--- src/design/sple_pkg.sv ---
package sple_pkg;

   localparam int Capacity = 128;
   localparam int SlotW    = $clog2(Capacity);
   localparam int LinkW    = $clog2(Capacity + 1);
   localparam logic [LinkW-1:0] Null = LinkW'(Capacity);

   typedef enum logic [1:0] {
      REQ_INSERT = 2'd0,
      REQ_DELETE = 2'd1,
      REQ_CHANGE = 2'd2,
      REQ_SEARCH = 2'd3
   } req_kind_type;

   typedef enum logic [1:0] {
      ST_OK      = 2'd0,
      ST_FULL    = 2'd1,
      ST_DUP     = 2'd2,
      ST_MISSING = 2'd3
   } status_type;

   typedef enum logic [3:0] {
      DP_NONE,
      DP_START,
      DP_STEP,
      DP_RESTART,
      DP_INS_RD,
      DP_INS_WR,
      DP_INS_LINK,
      DP_DEL_UNLINK,
      DP_DEL_FREE,
      DP_CHG_UNLINK,
      DP_CHG_MOVE,
      DP_CHG_LINK,
      DP_LOAD_OUT
   } dp_op_type;

   typedef struct packed {
      dp_op_type  op;
      logic       save;
      logic       res_en;
      status_type res_status;
   } cmd_type;

   typedef struct packed {
      req_kind_type kind;
      logic         done;
      logic         hit;
      logic         full;
      logic         same_key;
      logic         rsp_free;
   } sts_type;

endpackage

--- src/design/sple_controller.sv ---
module sple_controller (
   input  logic                 clock,
   input  logic                 reset,
   input  logic                 req_valid,
   output logic                 req_stall,
   input  sple_pkg::sts_type    sts,
   output sple_pkg::cmd_type    cmd
);

   typedef enum logic [8:0] {
      S_IDLE  = 9'b000000001,
      S_WALK  = 9'b000000010,
      S_WALK2 = 9'b000000100,
      S_INS_A = 9'b000001000,
      S_INS_B = 9'b000010000,
      S_DEL_A = 9'b000100000,
      S_CHG_A = 9'b001000000,
      S_CHG_B = 9'b010000000,
      S_DONE  = 9'b100000000
   } state_type;

   state_type state_ff, state_in;

   assign req_stall = (state_ff != S_IDLE);

   always_comb begin
      state_in       = state_ff;
      cmd.op         = sple_pkg::DP_NONE;
      cmd.save       = 1'b0;
      cmd.res_en     = 1'b0;
      cmd.res_status = sple_pkg::ST_OK;
      unique case (state_ff)
         S_IDLE: begin
            if (req_valid) begin
               cmd.op   = sple_pkg::DP_START;
               state_in = S_WALK;
            end
         end
         S_WALK: begin
            if (!sts.done) begin
               cmd.op = sple_pkg::DP_STEP;
            end else begin
               unique case (sts.kind)
                  sple_pkg::REQ_INSERT: begin
                     if (sts.full || sts.hit) begin
                        cmd.res_en     = 1'b1;
                        cmd.res_status = sts.full ? sple_pkg::ST_FULL : sple_pkg::ST_DUP;
                        state_in       = S_DONE;
                     end else begin
                        cmd.op   = sple_pkg::DP_INS_RD;
                        state_in = S_INS_A;
                     end
                  end
                  sple_pkg::REQ_DELETE: begin
                     if (!sts.hit) begin
                        cmd.res_en     = 1'b1;
                        cmd.res_status = sple_pkg::ST_MISSING;
                        state_in       = S_DONE;
                     end else begin
                        cmd.save = 1'b1;
                        cmd.op   = sple_pkg::DP_DEL_UNLINK;
                        state_in = S_DEL_A;
                     end
                  end
                  sple_pkg::REQ_CHANGE: begin
                     cmd.save = 1'b1;
                     if (!sts.hit) begin
                        cmd.res_en     = 1'b1;
                        cmd.res_status = sple_pkg::ST_MISSING;
                        state_in       = S_DONE;
                     end else if (sts.same_key) begin
                        cmd.res_en = 1'b1;
                        state_in   = S_DONE;
                     end else begin
                        cmd.op   = sple_pkg::DP_RESTART;
                        state_in = S_WALK2;
                     end
                  end
                  default: begin
                     cmd.save       = 1'b1;
                     cmd.res_en     = 1'b1;
                     cmd.res_status = sts.hit ? sple_pkg::ST_OK : sple_pkg::ST_MISSING;
                     state_in       = S_DONE;
                  end
               endcase
            end
         end
         S_WALK2: begin
            if (!sts.done) begin
               cmd.op = sple_pkg::DP_STEP;
            end else if (sts.hit) begin
               cmd.res_en     = 1'b1;
               cmd.res_status = sple_pkg::ST_DUP;
               state_in       = S_DONE;
            end else begin
               cmd.op   = sple_pkg::DP_CHG_UNLINK;
               state_in = S_CHG_A;
            end
         end
         S_INS_A: begin
            cmd.op   = sple_pkg::DP_INS_WR;
            state_in = S_INS_B;
         end
         S_INS_B: begin
            cmd.op     = sple_pkg::DP_INS_LINK;
            cmd.res_en = 1'b1;
            state_in   = S_DONE;
         end
         S_DEL_A: begin
            cmd.op     = sple_pkg::DP_DEL_FREE;
            cmd.res_en = 1'b1;
            state_in   = S_DONE;
         end
         S_CHG_A: begin
            cmd.op   = sple_pkg::DP_CHG_MOVE;
            state_in = S_CHG_B;
         end
         S_CHG_B: begin
            cmd.op     = sple_pkg::DP_CHG_LINK;
            cmd.res_en = 1'b1;
            state_in   = S_DONE;
         end
         S_DONE: begin
            if (sts.rsp_free) begin
               cmd.op   = sple_pkg::DP_LOAD_OUT;
               state_in = S_IDLE;
            end
         end
         default: begin
            state_in = S_IDLE;
         end
      endcase
   end

   always_ff @(posedge clock) begin
      if (reset) begin
         state_ff <= S_IDLE;
      end else begin
         state_ff <= state_in;
      end
   end

endmodule

--- config.mk ---
export PLATFORM = sky130hd
export DESIGN_NAME = sple_controller
export DESIGN_NICKNAME = d
export VERILOG_FILES = /design/src/design/sple_pkg.sv /design/src/design/sple_controller.sv
export SDC_FILE = /design/constraint.sdc
export NUM_CORES = 1
export LEC_CHECK = 0
export BUFFER_PORTS_ARGS = -buffer_cell sky130_fd_sc_hd__buf_4
export CAP_MARGIN = 30
export CORE_UTILIZATION = 50
export DETAILED_ROUTE_END_ITERATION = 12
export PLACE_DENSITY_LB_ADDON = 0.12
export SYNTH_ARGS = -nofsm -noshare
export SYNTH_HDL_FRONTEND = slang
export SYNTH_SLANG_ARGS = --single-unit
export TNS_END_PERCENT = 100
--- constraint.sdc ---
create_clock -name clock -period 2.05 [get_ports clock]
set_clock_uncertainty 0.15 [all_clocks]
set_input_delay 0.1025 -clock clock [delete_from_list [all_inputs] [get_ports clock]]
set_output_delay 0.1025 -clock clock [all_outputs]
set_load 0.05 [all_outputs]
Word level (Yosys, flattened, before mapping). Cells that the tools add are included.

Register bits: 9. Input bits: 10. Output and inout bits: 9.

Equality and inequality tests: 16. Multiplexer cells: 36. Reduce and logical (&&, ||, !) cells: 4.

Operators by type and width (number): 9-bit 2-to-1 mux (9); 9-bit one-hot mux with 7 select lines (1); 4-bit one-hot mux with 9 select lines (1); 9-bit one-hot mux with 3 select lines (1); 4-bit 2-to-1 mux (6); 3-bit 2-to-1 mux (5); 4-bit one-hot mux with 3 select lines (1); 9-bit by 1-bit equality test with 1-bit output (second input constant) (1); 9-bit by 2-bit equality test with 1-bit output (second input constant) (1); 9-bit by 3-bit equality test with 1-bit output (second input constant) (1); 9-bit by 4-bit equality test with 1-bit output (second input constant) (1); 9-bit by 5-bit equality test with 1-bit output (second input constant) (1); 9-bit by 6-bit equality test with 1-bit output (second input constant) (1); 9-bit by 7-bit equality test with 1-bit output (second input constant) (1); 9-bit by 8-bit equality test with 1-bit output (second input constant) (1); 9-bit equality test (second input constant) (1); 9-bit by 1-bit inequality test with 1-bit output (second input constant) (1); 3-bit one-hot mux with 3 select lines (1); 2-bit 2-to-1 mux (4); 2-bit inequality test (second input constant) (4); 1-bit 2-to-1 mux (4); 2-bit one-hot mux with 2 select lines (1); 4-bit AND reduction (1); 1-bit one-hot mux with 3 select lines (1); 6 further kinds (6).

Longest topological paths before layout.
Depth in word-level cells: 5. Gate-level depth with buffers: 7. Mapped depth without buffers: 6.

Worst setup path before layout. OpenSTA, ideal clock, no wires.

Path type: flip-flop to output port. From: register state_ff[3]. To: output port cmd[5] in the netlist's numbering. Data arrival time: 2144 ps. Data required time: 1798 ps. Setup slack: -347 ps. Stages on the path, launching flop included: 7. Buffers on the path: 1. Path through: dfxtp_1 -> buf_2 -> nor4_4 -> nand3_1 -> o21ai_0 -> a21oi_1 -> o21ai_0.

RTL lines: start: declaration (RTL line sple_controller.sv:22) `state_type state_ff, state_in;`; start signal: assignment (RTL line sple_controller.sv:139) `state_ff <= state_in;`; end: declaration (RTL line sple_controller.sv:7) `output sple_pkg::cmd_type cmd`.

==> summary.md <==
| Metric | Value |
|---|---|
| Synthesized area | `912 µm²` |
| CP Class | `flop to output pin` |
| Residual DRC count | `0` |
| DR WL/cell | `15.6 µm` |
| Top FF cell, synth | `dfxtp_1` |
| Placer congestion estimate | `between 0.9 and 1` |
| Die Y | `about 45 µm` |
| Critical Path RT | `around 1.8 ns` |
| Share of cells above drive strength 1 | `0.430` |
| Nets@finish | `162` |
| Clock network power share | `0.275` |
| Via-to-Cell Ratio | `6.14` |
| Clock Latency Late Sink | `between 0.2 and 0.3 ns` |
| Endpoints failing hold | `0` |
| Row count | `15` |
| Total gr overflow | `0` |
| Die ar. | `about 2000 µm²` |
| Worst IR Drop VDD | `0.000393 V` |
| Seq pwr share | `0.350` |
| Maxcap violations | `0` |
| Biggest regs | `state_ff x9` |
| Power per standard cell area | `between 400 and 500 nW/µm²` |
| Core area | `between 1500 and 2000 µm²` |
| Max FFs per register | `9` |
| CTS Buf Count | `3` |
| Least-Margin Pin Slew | `0.503 ns` |
| Status | `complete, but fails checks` |
| CTS tree | `done` |
| Antenna Nets Post-Route | `0` |
| IO Port Bufs | `18` |
| Internal | `around 340 µW` |
| Async SR Flop Fraction | `0` |
| Crit start category | `flop` |
| Sum of negative setup slack | `-0.0888 ns` |
| YS warnings | `0` |
| Post-route clock period utilization | `1.04` |
| Root buffer cell | `clkbuf_4` |
| Fmax achieved | `0.468 GHz` |
| Number of clock sinks | `9` |
| Clock-pin slew on the worst setup and hold paths | `around 0.060 ns` |
| Post-synthesis area per instance | `7.30 µm²` |
| Die width | `about 45 µm` |
| Num ports | `19` |
| Final worst path period need | `2.14 ns` |
| Sw frac | `0.386` |
| First-pass GRT wire length | `about 4300 µm` |
| Post-synth EDFFs | `0` |
| Setup-failing EPs final | `1` |
| Switching power | `214 µW` |
| Worst min path class | `input pin to flop` |
| Initial cell density of the core | `0.528` |
| Comb power frac | `0.375` |
| Mapped Cells | `125` |
| Post-Syn Nets | `135` |
| Synthesized flop and latch total | `9` |
| Total GRT Usage | `0.290` |
| Clock buffer depth | `2` |
| Post-detail-place hpwl | `1860 µm` |
| Largest net degree at the start of global routing | `15` |
| Min-Delay Path Depth | `3` |
| Setup ws final | `-0.0888 ns` |
| Total leakage power | `0.514 nW` |
| Slew Limit Fails | `0` |
| Layout area overhead | `39.8%` |
| FF-to-FF path depth | `6` |
| 1st-pass router iterations | `4` |
| Detailed Route WL | `2740 µm` |
| Synth cell types | `48` |
| CP Max Fanout | `4` |
| Critical Path AT | `between 1.5 and 2 ns` |
| H-tree depth | `1` |
| Biggest register | `state_ff` |
| Worst Setup End Kind | `output pin` |
| Via Count | `1080` |
| WHS | `0.00557 ns` |
| Final Total Pwr | `roughly 560 µW` |
| Seq/Total Area, Yosys | `0.198` |
| Max_slew headroom | `0.662` |
| DRT iter0 DRCs | `49` |
| RSZ-0062 raised after global routing | `yes` |
| Failing checks | `setup timing` |
| Initial antenna violation count | `0` |
| ANT cells | `0` |
| Vias in the first global route | `963` |
[cells by family after synthesis]
| kind of cell | synth area share |
|---|---|
| XOR/XNOR | 0.0384 |
| flip-flops | 0.198 |
| buffers and inverters | 0.0837 |
| AND/OR/NAND/NOR | 0.439 |
| AO/OA/AOI/OAI | 0.241 |
[cell usage in the layout, fill, tap and decap left out, types with 4 or more instances in the layout]
master    count
o21ai_0       5
nor2_1       11
o211ai_1      5
nand2_1       8
nand2b_1      4
inv_1         6
buf_4        24
dfxtp_2       5
a21oi_1       7
nand3_1       4
[power groups by stage]
stage | Clock (mW) | Sequential (mW) | Combinational [mW]
final | 0.153 | 0.195 | 0.209
after global routing | 0.168 | 0.196 | 0.224
after CTS | 0.148 | 0.196 | 0.180
after detailed placement | 0 | 0.198 | 0.175
after global placement | 0 | 0.198 | 0.175
after floorplan | 0 | 0.188 | 0.131
[path summary, 6_finish.rpt]
check,start,end,slack (ns)
hold reg to reg,state_ff[2],state_ff[2],0.44
setup reg to reg,state_ff[4],state_ff[0],0.22
setup / recovery,state_ff[5],cmd[4],-0.09
hold / removal,sts[5],state_ff[5],0.006
[synth_stat cells, types with 3 or more instances]
cell type | number | area [µm²]
xor2_1 | 3 | 26.3
nor3_1 | 4 | 20.0
nand2b_1 | 4 | 25.0
nor4_1 | 3 | 18.8
a21oi_1 | 7 | 35.0
nand3_1 | 7 | 35.0
o211ai_1 | 5 | 37.5
nor2_1 | 13 | 48.8
dfxtp_1 | 9 | 180
o21ai_0 | 7 | 35.0
inv_1 | 6 | 22.5
buf_2 | 3 | 15.0
nand2_1 | 10 | 37.5
[area by class of cell]
| type | count | area, µm² |
|---|---|---|
| Multi-Input combinational cell | 102 | 758 |
| Fill cell | 120 | 452 |
| Timing Repair Buffer | 30 | 243 |
| Sequential cell | 9 | 194 |
| Tap cell | 25 | 31.3 |
| Clock buffer | 4 | 26.3 |
| Inverter | 6 | 22.5 |
[repair_timing]
action / in CTS / in global routing
gates resized for setup: 11 / 22
setup endpoints to repair: 6 / 6
setup buffers: 3 / 4
pin swaps: 2 / 4
hold endpoints to repair: 6 / 0
hold buffers: 2 / 0
[through the flow]
stage	setup slack, ns	cells	cell area, µm²	util
detailed placement	0.101	164	1060	0.617
global placement	0.133	164	1060	0.617
finish	-0.0888	176	1270	0.738
global route	-0.141	176	1270	0.738
floorplan	0.00847	125	922	-
CTS	-0.106	173	1170	0.676
[critical path: stages (launching register included)]
cell,delay [ns]
dfxtp_2,0.34
nor3_4,0.25
nand2_2,0.09
or4_4,0.52
o211a_1,0.16
o31ai_2,0.07
buf_6,0.19
[per-layer routing]
metal / GRT usage / wire [µm] / vias to the layer above
met5: 0 / 0 / -
met4: 0.145 / 20 / 0
met3: 0.0720 / 180 / 3
met2: 0.447 / 1430 / 57
met1: 0.377 / 1110 / 506
li1: - / - / 514
(Power assumes the default switching activity.)
